[src/sv/wsc_ndef_pkg.sv]
// ----------------------------------------------------------------------------
// wsc_ndef_pkg
// Shared types, layout constants and byte tables for the WSC NDEF builder.
// ----------------------------------------------------------------------------
package wsc_ndef_pkg;

    // Saturation limits for the configured string lengths
    localparam int MAX_NAME_BYTES = 32;
    localparam int MAX_KEY_BYTES  = 64;

    // Image layout: fixed header, name, middle attributes, key, tail, terminator
    localparam int HDR_BYTES  = 41;
    localparam int MID_BYTES  = 16;
    localparam int TAIL_BYTES = 10;
    localparam int PAYLOAD_BASE = 35;   // payload bytes besides name and key
    localparam int IMAGE_BASE   = 69;   // capacity check base, one above the 68 image bytes besides name and key

    localparam int POS_W = 8;

    localparam logic [7:0] TERMINATOR = 8'hFE;

    // Configuration register indexes
    localparam int CFG_INDEX_W = 3;
    localparam int CFG_DATA_W  = 16;
    typedef enum logic [CFG_INDEX_W-1:0] {
        CFG_NAME_LENGTH     = 3'd0,
        CFG_KEY_LENGTH      = 3'd1,
        CFG_AUTH_TYPE       = 3'd2,
        CFG_ENCRYPTION_TYPE = 3'd3,
        CFG_CAPACITY        = 3'd4
    } cfg_index_t;

    localparam logic [9:0] CAPACITY_RESET = 10'd256;

    // Register view with lengths already saturated
    typedef struct packed {
        logic [5:0]  name_length;
        logic [6:0]  key_length;
        logic [15:0] auth_type;
        logic [15:0] encryption_type;
        logic [9:0]  capacity;
    } cfg_view_t;

    // One result beat
    typedef struct packed {
        logic [7:0] byte_out;
        logic       char_taken;
        logic       last;
        logic       too_large;
    } result_t;

    // Fixed header: TLV, record header, MIME type, credential up to the name
    function automatic logic [7:0] hdr_byte(input logic [5:0] p,
                                            input logic [7:0] payload,
                                            input logic [5:0] n);
        unique case (p)
            6'd0:  return 8'h03;
            6'd1:  return 8'(8'd30 + payload);
            6'd2:  return 8'hd2;
            6'd3:  return 8'h17;
            6'd4:  return 8'(8'd4 + payload);
            6'd5:  return "a";
            6'd6:  return "p";
            6'd7:  return "p";
            6'd8:  return "l";
            6'd9:  return "i";
            6'd10: return "c";
            6'd11: return "a";
            6'd12: return "t";
            6'd13: return "i";
            6'd14: return "o";
            6'd15: return "n";
            6'd16: return "/";
            6'd17: return "v";
            6'd18: return "n";
            6'd19: return "d";
            6'd20: return ".";
            6'd21: return "w";
            6'd22: return "f";
            6'd23: return "a";
            6'd24: return ".";
            6'd25: return "w";
            6'd26: return "s";
            6'd27: return "c";
            6'd28: return 8'h10;
            6'd29: return 8'h0e;
            6'd30: return 8'h00;        // payload high byte, always zero here
            6'd31: return payload;
            6'd32: return 8'h10;
            6'd33: return 8'h26;
            6'd34: return 8'h00;
            6'd35: return 8'h01;
            6'd36: return 8'h01;
            6'd37: return 8'h10;
            6'd38: return 8'h45;
            6'd39: return 8'h00;        // name length high byte
            6'd40: return {2'b00, n};
            default: return 8'h00;
        endcase
    endfunction

    // Auth, encryption and key-length attribute headers between name and key
    function automatic logic [7:0] mid_byte(input logic [3:0]  q,
                                            input logic [15:0] auth,
                                            input logic [15:0] enc,
                                            input logic [6:0]  k);
        unique case (q)
            4'd0:  return 8'h10;
            4'd1:  return 8'h03;
            4'd2:  return 8'h00;
            4'd3:  return 8'h02;
            4'd4:  return auth[15:8];
            4'd5:  return auth[7:0];
            4'd6:  return 8'h10;
            4'd7:  return 8'h0f;
            4'd8:  return 8'h00;
            4'd9:  return 8'h02;
            4'd10: return enc[15:8];
            4'd11: return enc[7:0];
            4'd12: return 8'h10;
            4'd13: return 8'h27;
            4'd14: return 8'h00;        // key length high byte
            default: return {1'b0, k};
        endcase
    endfunction

    // Broadcast MAC attribute
    function automatic logic [7:0] tail_byte(input logic [3:0] q);
        unique case (q)
            4'd0: return 8'h10;
            4'd1: return 8'h20;
            4'd2: return 8'h00;
            4'd3: return 8'h06;
            default: return 8'hFF;
        endcase
    endfunction

endpackage

[src/sv/wsc_ndef_cfg_regs.sv]
// ----------------------------------------------------------------------------
// wsc_ndef_cfg_regs
// Configuration register file with saturated length view.
// ----------------------------------------------------------------------------
module wsc_ndef_cfg_regs
    import wsc_ndef_pkg::*;
(
    input  logic                   aclk,
    input  logic                   aresetn,
    input  logic                   cfg_valid,
    output logic                   cfg_ready,
    input  logic [CFG_INDEX_W-1:0] cfg_index,
    input  logic [CFG_DATA_W-1:0]  cfg_data,
    output cfg_view_t              cfg_view
);

    logic [5:0]  name_length_reg;
    logic [6:0]  key_length_reg;
    logic [15:0] auth_type_reg;
    logic [15:0] encryption_type_reg;
    logic [9:0]  capacity_reg;

    assign cfg_ready = 1'b1;

    always_ff @(posedge aclk) begin
        if (!aresetn) begin
            name_length_reg     <= '0;
            key_length_reg      <= '0;
            auth_type_reg       <= '0;
            encryption_type_reg <= '0;
            capacity_reg        <= CAPACITY_RESET;
        end else if (cfg_valid) begin
            unique case (cfg_index)
                CFG_NAME_LENGTH:     name_length_reg     <= cfg_data[5:0];
                CFG_KEY_LENGTH:      key_length_reg      <= cfg_data[6:0];
                CFG_AUTH_TYPE:       auth_type_reg       <= cfg_data;
                CFG_ENCRYPTION_TYPE: encryption_type_reg <= cfg_data;
                CFG_CAPACITY:        capacity_reg        <= cfg_data[9:0];
                default: ;           // drop writes beyond the register list
            endcase
        end
    end

    // Clamp lengths to the supported maxima
    always_comb begin
        cfg_view.name_length = (name_length_reg > 6'(MAX_NAME_BYTES))
                             ? 6'(MAX_NAME_BYTES) : name_length_reg;
        cfg_view.key_length  = (key_length_reg > 7'(MAX_KEY_BYTES))
                             ? 7'(MAX_KEY_BYTES) : key_length_reg;
        cfg_view.auth_type       = auth_type_reg;
        cfg_view.encryption_type = encryption_type_reg;
        cfg_view.capacity        = capacity_reg;
    end

endmodule

[src/sv/wsc_ndef_byte_gen.sv]
// ----------------------------------------------------------------------------
// wsc_ndef_byte_gen
// Selects the image byte for the current frame position.
// ----------------------------------------------------------------------------
module wsc_ndef_byte_gen
    import wsc_ndef_pkg::*;
(
    input  logic [POS_W-1:0] pos,
    input  logic [7:0]       char_in,
    input  cfg_view_t        cfg_view,
    output result_t          result,
    output logic [POS_W-1:0] pos_next
);

    logic [7:0] payload;
    logic [7:0] image_size;
    logic [7:0] name_end;
    logic [7:0] mid_end;
    logic [7:0] key_end;
    logic [7:0] term;
    logic [7:0] mid_off;
    logic [7:0] tail_off;
    logic       too_big;

    always_comb begin
        payload    = 8'(PAYLOAD_BASE) + {2'b00, cfg_view.name_length}
                   + {1'b0, cfg_view.key_length};
        image_size = 8'(IMAGE_BASE) + {2'b00, cfg_view.name_length}
                   + {1'b0, cfg_view.key_length};
        name_end   = 8'(HDR_BYTES) + {2'b00, cfg_view.name_length};
        mid_end    = name_end + 8'(MID_BYTES);
        key_end    = mid_end + {1'b0, cfg_view.key_length};
        term       = key_end + 8'(TAIL_BYTES);
        mid_off    = pos - name_end;
        tail_off   = pos - key_end;
        too_big    = (pos == '0) && ({2'b00, image_size} > cfg_view.capacity);

        result = '0;
        priority if (too_big) begin
            result.last      = 1'b1;
            result.too_large = 1'b1;
        end else if (pos >= term) begin
            result.byte_out = TERMINATOR;
            result.last     = 1'b1;
        end else if (pos < 8'(HDR_BYTES)) begin
            result.byte_out = hdr_byte(pos[5:0], payload, cfg_view.name_length);
        end else if (pos < name_end) begin
            result.byte_out   = char_in;
            result.char_taken = 1'b1;
        end else if (pos < mid_end) begin
            result.byte_out = mid_byte(mid_off[3:0], cfg_view.auth_type,
                                       cfg_view.encryption_type, cfg_view.key_length);
        end else if (pos < key_end) begin
            result.byte_out   = char_in;
            result.char_taken = 1'b1;
        end else begin
            result.byte_out = tail_byte(tail_off[3:0]);
        end

        // Rewind after the terminator or a rejected frame
        pos_next = result.last ? '0 : pos + 1'b1;
    end

endmodule

[src/sv/wsc_ndef_record_builder.sv]
// ----------------------------------------------------------------------------
// wsc_ndef_record_builder
// Streams a Wi-Fi Simple Config NDEF tag image, one byte per input beat.
// ----------------------------------------------------------------------------
// Usage:
//   Each beat on the s_ channel is one tick; s_tdata carries the next name or
//   key byte on offer. The m_ channel returns exactly one beat per tick: the
//   next image byte in m_tdata, m_tuser[0] set when that byte is the offered
//   string byte (advance the string source), m_tuser[1] set when the image
//   does not fit capacity, and m_tlast on the terminator or on that reject.
//   String bytes are offered name first, then key, in image order. Registers
//   are written via cfg_ (always ready); the user must write them only
//   while the block is idle, not enforced; name/key lengths clamp at 32/64.
// Output register and throughput:
//   A result appears in the cycle after its tick is accepted. While m_tready
//   is high, one tick is taken every cycle, set by the single output register
//   stage. A frame is 68 + name + key beats.
// Reset and stalls:
//   Reset clears the frame position to the start of a frame and loads the
//   register defaults (capacity 256). While m_tready is low and a result
//   waits, s_tready drops; the waiting beat holds until taken.
// ----------------------------------------------------------------------------
module wsc_ndef_record_builder
    import wsc_ndef_pkg::*;
(
    input  logic                   aclk,
    input  logic                   aresetn,
    // configuration write channel
    input  logic                   cfg_valid,
    output logic                   cfg_ready,
    input  logic [CFG_INDEX_W-1:0] cfg_index,
    input  logic [CFG_DATA_W-1:0]  cfg_data,
    // input ticks
    input  logic                   s_tvalid,
    output logic                   s_tready,
    input  logic [7:0]             s_tdata,   // [7:0] char_in
    // image bytes
    output logic                   m_tvalid,
    input  logic                   m_tready,
    output logic [7:0]             m_tdata,   // [7:0] byte_out
    output logic [1:0]             m_tuser,   // [0] char_taken, [1] too_large
    output logic                   m_tlast
);

    cfg_view_t        cfg_view;
    result_t          result;
    logic [POS_W-1:0] pos_reg;
    logic [POS_W-1:0] pos_next;
    logic             m_tvalid_reg;
    result_t          out_reg;
    logic             s_fire;

    wsc_ndef_cfg_regs u_cfg (
        .aclk      (aclk),
        .aresetn   (aresetn),
        .cfg_valid (cfg_valid),
        .cfg_ready (cfg_ready),
        .cfg_index (cfg_index),
        .cfg_data  (cfg_data),
        .cfg_view  (cfg_view)
    );

    wsc_ndef_byte_gen u_gen (
        .pos      (pos_reg),
        .char_in  (s_tdata),
        .cfg_view (cfg_view),
        .result   (result),
        .pos_next (pos_next)
    );

    // Take a tick whenever the output register is empty or draining
    assign s_tready = !m_tvalid_reg || m_tready;
    assign s_fire   = s_tvalid && s_tready;

    always_ff @(posedge aclk) begin
        if (!aresetn) begin
            pos_reg      <= '0;
            m_tvalid_reg <= 1'b0;
        end else if (s_fire) begin
            pos_reg      <= pos_next;
            m_tvalid_reg <= 1'b1;
        end else if (m_tready) begin
            m_tvalid_reg <= 1'b0;
        end
    end

    // Payload register: load on every accepted tick, hold otherwise
    always_ff @(posedge aclk) begin
        if (s_fire) begin
            out_reg <= result;
        end
    end

    assign m_tvalid = m_tvalid_reg;
    assign m_tdata  = out_reg.byte_out;
    assign m_tuser  = {out_reg.too_large, out_reg.char_taken};
    assign m_tlast  = out_reg.last;

    // A rejected frame is a lone zero beat closing the run
    assert property (@(posedge aclk) disable iff (!aresetn)
        (m_tvalid && m_tuser[1]) |-> (m_tlast && m_tdata == 8'h00 && !m_tuser[0]))
        else $error("too_large beat is not a bare last beat");

    // Every last beat rewinds the frame position
    assert property (@(posedge aclk) disable iff (!aresetn)
        (s_fire && result.last) |=> (pos_reg == '0))
        else $error("frame position not rewound after last beat");

    // Position never runs past the longest possible terminator index
    assert property (@(posedge aclk) disable iff (!aresetn)
        pos_reg <= POS_W'(HDR_BYTES + MAX_NAME_BYTES + MID_BYTES + MAX_KEY_BYTES
                          + TAIL_BYTES))
        else $error("frame position out of range");

    // The position only moves on an accepted tick
    assert property (@(posedge aclk) disable iff (!aresetn)
        !s_fire |=> $stable(pos_reg))
        else $error("frame position moved without a tick");

endmodule
[config.mk]
export PLATFORM = sky130hd
export DESIGN_NAME = wsc_ndef_record_builder
export DESIGN_NICKNAME = d
export VERILOG_FILES = /design/src/sv/wsc_ndef_pkg.sv /design/src/sv/wsc_ndef_cfg_regs.sv /design/src/sv/wsc_ndef_byte_gen.sv /design/src/sv/wsc_ndef_record_builder.sv
export SDC_FILE = /design/constraint.sdc
export NUM_CORES = 1
export LEC_CHECK = 0
export BUFFER_PORTS_ARGS = -buffer_cell sky130_fd_sc_hd__buf_2
export CORE_UTILIZATION = 28
export CTS_CLUSTER_DIAMETER = 100
export DETAILED_ROUTE_END_ITERATION = 8
export MAX_ROUTING_LAYER = met4
export PLACE_DENSITY = 0.42
export SYNTH_ARGS = -nofsm -noshare
export SYNTH_HDL_FRONTEND = slang
export SYNTH_SLANG_ARGS = --single-unit
export TNS_END_PERCENT = 5
[constraint.sdc]
create_clock -name aclk -period 11.5 [get_ports aclk]
set_clock_uncertainty 0.1 [all_clocks]
set_input_delay 2.3 -clock aclk [delete_from_list [all_inputs] [get_ports aclk]]
set_output_delay 2.3 -clock aclk [all_outputs]
set_load 0.02 [all_outputs]
# Yosys cells after proc, flatten, opt, wreduce, memory -nomap -nowiden
# Cells that the tools add are included.
[word_totals]
regBits = 75
latchBits = 0
mem_bits_rw = 0
rom_bits = 0
out_inout_bits = 14
elab_cells = 138
memories = 0
[op_classes]
addsub = 13
multipliers = 0
div = 0
magnitude_cmp = 8
n_eq_ne = 58
n_shift = 0
mux = 18
bitwise = 0
reduce_logical = 29
[ops]
columns = ["op", "n"]
rows = [
  ["$pmux W8 S27", 1],
  ["$eq A6 B5 Y1 const B", 15],
  ["$pmux W8 S10", 1],
  ["$eq A6 B4 Y1 const B", 8],
  ["$eq A6 B6 Y1 const B", 7],
  ["$mux W8", 5],
  ["$pmux W8 S4", 1],
  ["$eq A4 B4 Y1 const B", 7],
  ["$add A8 B7 Y8", 3],
  ["$eq A6 B3 Y1 const B", 4],
  ["$reduce_or A2 Y1", 9],
  ["$eq A4 B2 Y1 const B", 4],
  ["$eq A4 B3 Y1 const B", 4],
  ["$lt A8 B8 Y1", 2],
  ["$reduce_or A3 Y1", 5],
  ["$add A6 B6 Y7 const A", 2],
  ["$eq A6 B2 Y1 const B", 2],
  ["$gt A8 B10 Y1", 1],
  ["$reduce_and A2 Y1", 5],
  ["$mux W9", 1],
  ["$add A3 B8 Y8 const A", 1],
  ["$add A5 B8 Y8 const A", 1],
  ["$add A7 B5 Y8 const B", 1],
  ["$add A7 B6 Y8 const A", 1],
  ["24 further kinds", 35],
]

# Logic depth before layout (Yosys ltp)
[logic_depth]
word_depth = 13
depth_mapped = 21
mapped_depth_nobuf = 21

# Cells and area by module
# From an unflattened synthesis, not the netlist that was laid out.
[hier_totals]
cells_unflattened = 852
area_unflattened_um2 = 7001.7
[by_module_without_submodules]
columns = ["module", "instances", "cells_each", "area_per_inst_um2"]
rows = [
  ["wsc_ndef_byte_gen", 1, 585, 4117.7],
  ["wsc_ndef_cfg_regs", 1, 216, 2178.3],
  ["wsc_ndef_record_builder", 1, 51, 705.7],
]

# Worst setup path before layout
# OpenSTA, ideal clock, no wires.
[synth_path]
path_type = "input port to output port"
start = "input port m_tready"
end = "output port s_tready"
arrival_ns = 2.532
required_time_ns = 9.100
slack_ns = 6.568
path_stages = 1
path_buffers = 0
cell_sequence = "nand2b_1"
[synth_between]
elab_chain_cells = 1
[synth_lines]
columns = ["item", "line_no", "text"]
rows = [
  ["start, declared", "wsc_ndef_record_builder.sv:39", "input logic m_tready,"],
  ["$logic_or A1 B1 Y1", "wsc_ndef_record_builder.sv:72", "assign s_tready = !m_tvalid_reg || m_tready;"],
  ["end, declared", "wsc_ndef_record_builder.sv:35", "output logic s_tready,"],
]
# Every way passes these cells.

# Final worst setup path
[layout_path]
start = "register u_cfg.name_length_reg[5]"
end = "register out_reg (netlist bit m_tdata[3]), data pin"
[layout_between]
elab_chain_cells = 13
[layout_lines]
columns = ["item", "line_no", "text"]
rows = [
  ["start, declared", "wsc_ndef_cfg_regs.sv:17", "logic [5:0] name_length_reg;"],
  ["start signal, assigned", "wsc_ndef_cfg_regs.sv:34", "CFG_NAME_LENGTH: name_length_reg <= cfg_data[5:0];"],
  ["$gt A6 B6 Y1", "wsc_ndef_cfg_regs.sv:46", "cfg_view.name_length = (name_length_reg > 6'(MAX_NAME_BYTES))"],
  ["$mux W6 (*)", "wsc_ndef_cfg_regs.sv:47", "? 6'(MAX_NAME_BYTES) : name_length_reg;"],
  ["$add A6 B6 Y7", "wsc_ndef_byte_gen.sv:30", "name_end = 8'(HDR_BYTES) + {2'b00, cfg_view.name_length};"],
  ["$add A7 B5 Y8", "wsc_ndef_byte_gen.sv:31", "mid_end = name_end + 8'(MID_BYTES);"],
  ["$add A8 B7 Y8", "wsc_ndef_byte_gen.sv:32", "key_end = mid_end + {1'b0, cfg_view.key_length};"],
  ["$sub A4 B4 Y4", "wsc_ndef_byte_gen.sv:35", "tail_off = pos - key_end;"],
  ["$eq A4 B2 Y1, or another cell as far along", "wsc_ndef_pkg.sv:129", "unique case (q)"],
  ["$pmux W8 S4", "wsc_ndef_pkg.sv:129", ""],
  ["$mux W8", "wsc_ndef_byte_gen.sv:53", "end else if (pos < key_end) begin"],
  ["$mux W8", "wsc_ndef_byte_gen.sv:50", "end else if (pos < mid_end) begin"],
  ["$mux W9", "wsc_ndef_byte_gen.sv:47", "end else if (pos < name_end) begin"],
  ["$mux W8", "wsc_ndef_byte_gen.sv:45", "end else if (pos < 8'(HDR_BYTES)) begin"],
  ["$mux W8", "wsc_ndef_byte_gen.sv:42", "end else if (pos >= term) begin"],
  ["end signal, assigned", "wsc_ndef_record_builder.sv:90", "out_reg <= result;"],
  ["end, declared", "wsc_ndef_record_builder.sv:50", "result_t out_reg;"],
]
# Mark *: on every way between the ends. The rest lies on a longest branch, timed or not.
# A chain may end at the register's enable or synchronous reset.

==> metrics <==
status=finished clean; grt ovf=0; Initial Util=28.7%; RSZ-0062 raised after global routing=false; syn_area_per_cell=7.93 um2; wire per inst=18.3 um; Net count, final=975; Setup TNS Final=0 ns; Post-synth EDFFs=11; WP data required=approximately 12 ns; worst r2r dst=m_tdata[3]$_SDFFCE_PP0P_; First-pass DRT Iterations=4; Worst path most repeated cell=o21a_1; hold path endpoint=u_cfg.encryption_type_reg[5]$_SDFFE_PN0P_; antenna violations before repair=0; Final Cycle Share=46.4%; largest net degree at the start of global routing=between 50 and 60; DR iter-0 viols=261; sequential-to-total area share from yosys stat=a little under a quarter; first-pass GRT wire length=33.8 mm; area delta synth->final=11.2%; CTS tree=done; mapped cell area=6750 um2; Min-Delay Startpoint=u_cfg.encryption_type_reg[5]$_SDFFE_PN0P_; setup bufs post-CTS=0; Root Driver=clkbuf_16; HPWL after detailed placement=16.8 mm; # diodes=0; Slew HR=between 30% and 40%; post-route insts no fill=1190; min Tclk post-route=roughly 5.3 ns; All-Layer GR Usage=about a fifth; Peak Freq=around 190 MHz; Pins Over Slew Limit=0; vias in the first global route=5973; #FFs+latches synth=75; num rows=56; Critical R2R Launch=u_cfg.name_length_reg[5]$_SDFFE_PN0P_; slowest stage delay, CP=0.71 ns; layout cell share with drive strength beyond 1=9.76%; top_reg_cell synth=dfxtp_1; WL final=21.8 mm; placed insts=about 1200; CP Launch Type=flop; Tot Pwr=0.778 mW; post-synth cell types=77; pwr dens=104 nW/um2; setup slack, reg-to-reg=6.17 ns; area leader, netlist=dfxtp_1; YS warnings=0; maximum vdd drop=65.4 uV; CP cell instances=nand2b_1 > inv_1 > ha_1 > inv_1 > fa_1 > nor2b_1 > o21a_1 > o21ai_0 > nor4b_1 > a2111oi_1 > ha_1 > o21a_1 > o21a_1 > o22a_1 > o21ai_1 > nand2_1 > and3_1 > o221ai_1; crit path kind=reg -> reg; commonest non-fill, non-tap cell in the layout=nand2_1; LEAKAGE=approximately 3.1 nW; GPL Wtd Cong=0.873; ys async rst share=0%; # hold bufs at CTS=0; Die Width=around 160 um; most frequent cells in the layout=nand2_1 (112), ha_1 (70), dfxtp_1 (64), inv_1 (63), nor2_1 (51); core area=23500 um2; CTS buffer count=9; # clock sinks=75; CP max FO=13; Synth top area share=19.0%; Crit-path slowest cell=a2111oi_1; hold crit path type=reg -> reg; Critical Path End Type=flop; vias per cell=5.08; hold path depth=2; Clock Latency Late Sink=~0.35 ns; Least-Margin Pin Slew=0.917 ns; I/O Pins=46; PortBufs=44; die area=24700 um2; Worst Reg2Reg Path Length in Cells=18; crit path DAT=5.41 ns; Synth area leaders=dfxtp_1 (19%), ha_1 (13%), nand2_1 (6.2%), a21boi_0 (5.1%), edfxtp_1 (4.9%); maxcap violations=0; Post-Synthesis Cells=851; Via Count=about 6000; Final Hold Viols=0; # DRC=0; ANT nets after route=0; H-tree Lvls=3; DIE HEIGHT=157 um; cts repair resizes=0; Max Buffers Root-to-Sink=2; clock-pin slew on the worst setup and hold paths=0.07 ns; setup violators final=0
## stage by stage
stage | util [%] | hold WS, ns | setup slack [ns] | cell area (um2)
2_1_floorplan | - | 0.339 | 6.57 | 6760
3_3_place_gp | 30.6 | 0.352 | 6.39 | 7210
3_5_place_dp | 30.6 | 0.361 | 6.23 | 7210
4_1_cts | 31.9 | 0.369 | 6.21 | 7510
5_1_grt | 31.9 | 0.394 | 5.69 | 7510
6_report | 31.9 | 0.366 | 6.17 | 7510
## cells in the mapped netlist, drive strengths merged, types with 8 or more instances
| library cell | n |
|---|---|
| o211ai | 16 |
| o21ai | 34 |
| nor3 | 10 |
| nand2b | 8 |
| a21oi | 31 |
| dfxtp | 64 |
| xor2 | 15 |
| a211oi | 12 |
| a21o | 13 |
| clkbuf | 40 |
| o21a | 9 |
| inv | 63 |
| or3 | 8 |
| nand4 | 9 |
| nor2 | 51 |
| nor2b | 36 |
| ha | 70 |
| xnor2 | 21 |
| a21boi | 46 |
| mux2i | 15 |
| nand2 | 112 |
| and3 | 11 |
| edfxtp | 11 |
| nand3 | 16 |
## cell families after synthesis
| group | share of synthesized area, % |
|---|---|
| AOI/OAI and AO/OA | 25.1 |
| xor gates and xnor gates | 4.67 |
| adders and majority gates | 14.8 |
| buffers and inverters | 6.43 |
| DFF | 23.9 |
| muxes | 3.45 |
| other | 0.0555 |
| and+or+nand+nor | 21.7 |
## report_power, final
part / switching [mW] / internal [mW]
combinational: 0.128 / 0.0761
sequential: 0.00664 / 0.277
clock: 0.129 / 0.161
## how the worst max path moves through the flow
stage / start / cells after the start / end
finish: u_cfg.name_length_reg[5]$_SDFFE_PN0P_ / 18 / m_tdata[3]$_SDFFCE_PP0P_
global placement: u_cfg.name_length_reg[5]$_SDFFE_PN0P_ / 20 / m_tdata[7]$_SDFFCE_PP0P_
CTS: u_cfg.name_length_reg[5]$_SDFFE_PN0P_ / 17 / m_tdata[2]$_SDFFCE_PP0P_
global route: u_cfg.name_length_reg[5]$_SDFFE_PN0P_ / 18 / m_tdata[3]$_SDFFCE_PP0P_
floorplan: m_tready / 1 / s_tready
detailed placement: u_cfg.name_length_reg[5]$_SDFFE_PN0P_ / 17 / m_tdata[2]$_SDFFCE_PP0P_
## worst max-delay path, delay by kind of cell (launching register included)
family	cells	cell delay, ns
fa+ha+maj	3	1.22
simple gates	5	0.90
flops	1	0.61
buf+inv	2	0.23
compound gates	8	2.11
## final cells by class
| cell class | count | area, um2 |
|---|---|---|
| Fill cell | 2579 | 16000 |
| Timing Repair Buffer | 49 | 258 |
| Tap cell | 319 | 399 |
| Clock inverter | 5 | 43.8 |
| Sequential cell | 75 | 1610 |
| Multi-Input combinational cell | 669 | 4710 |
| Clock buffer | 10 | 250 |
| Inverter | 63 | 236 |
## layer usage
metal	up-vias	track usage, %	routed length [um]
met5	-	-	0
met4	0	3.70	337
met3	25	3.33	694
met2	108	29.7	9940
met1	2844	24.5	10800
li1	3065	-	-
No activity file was read; power rests on OpenSTA's default activity.
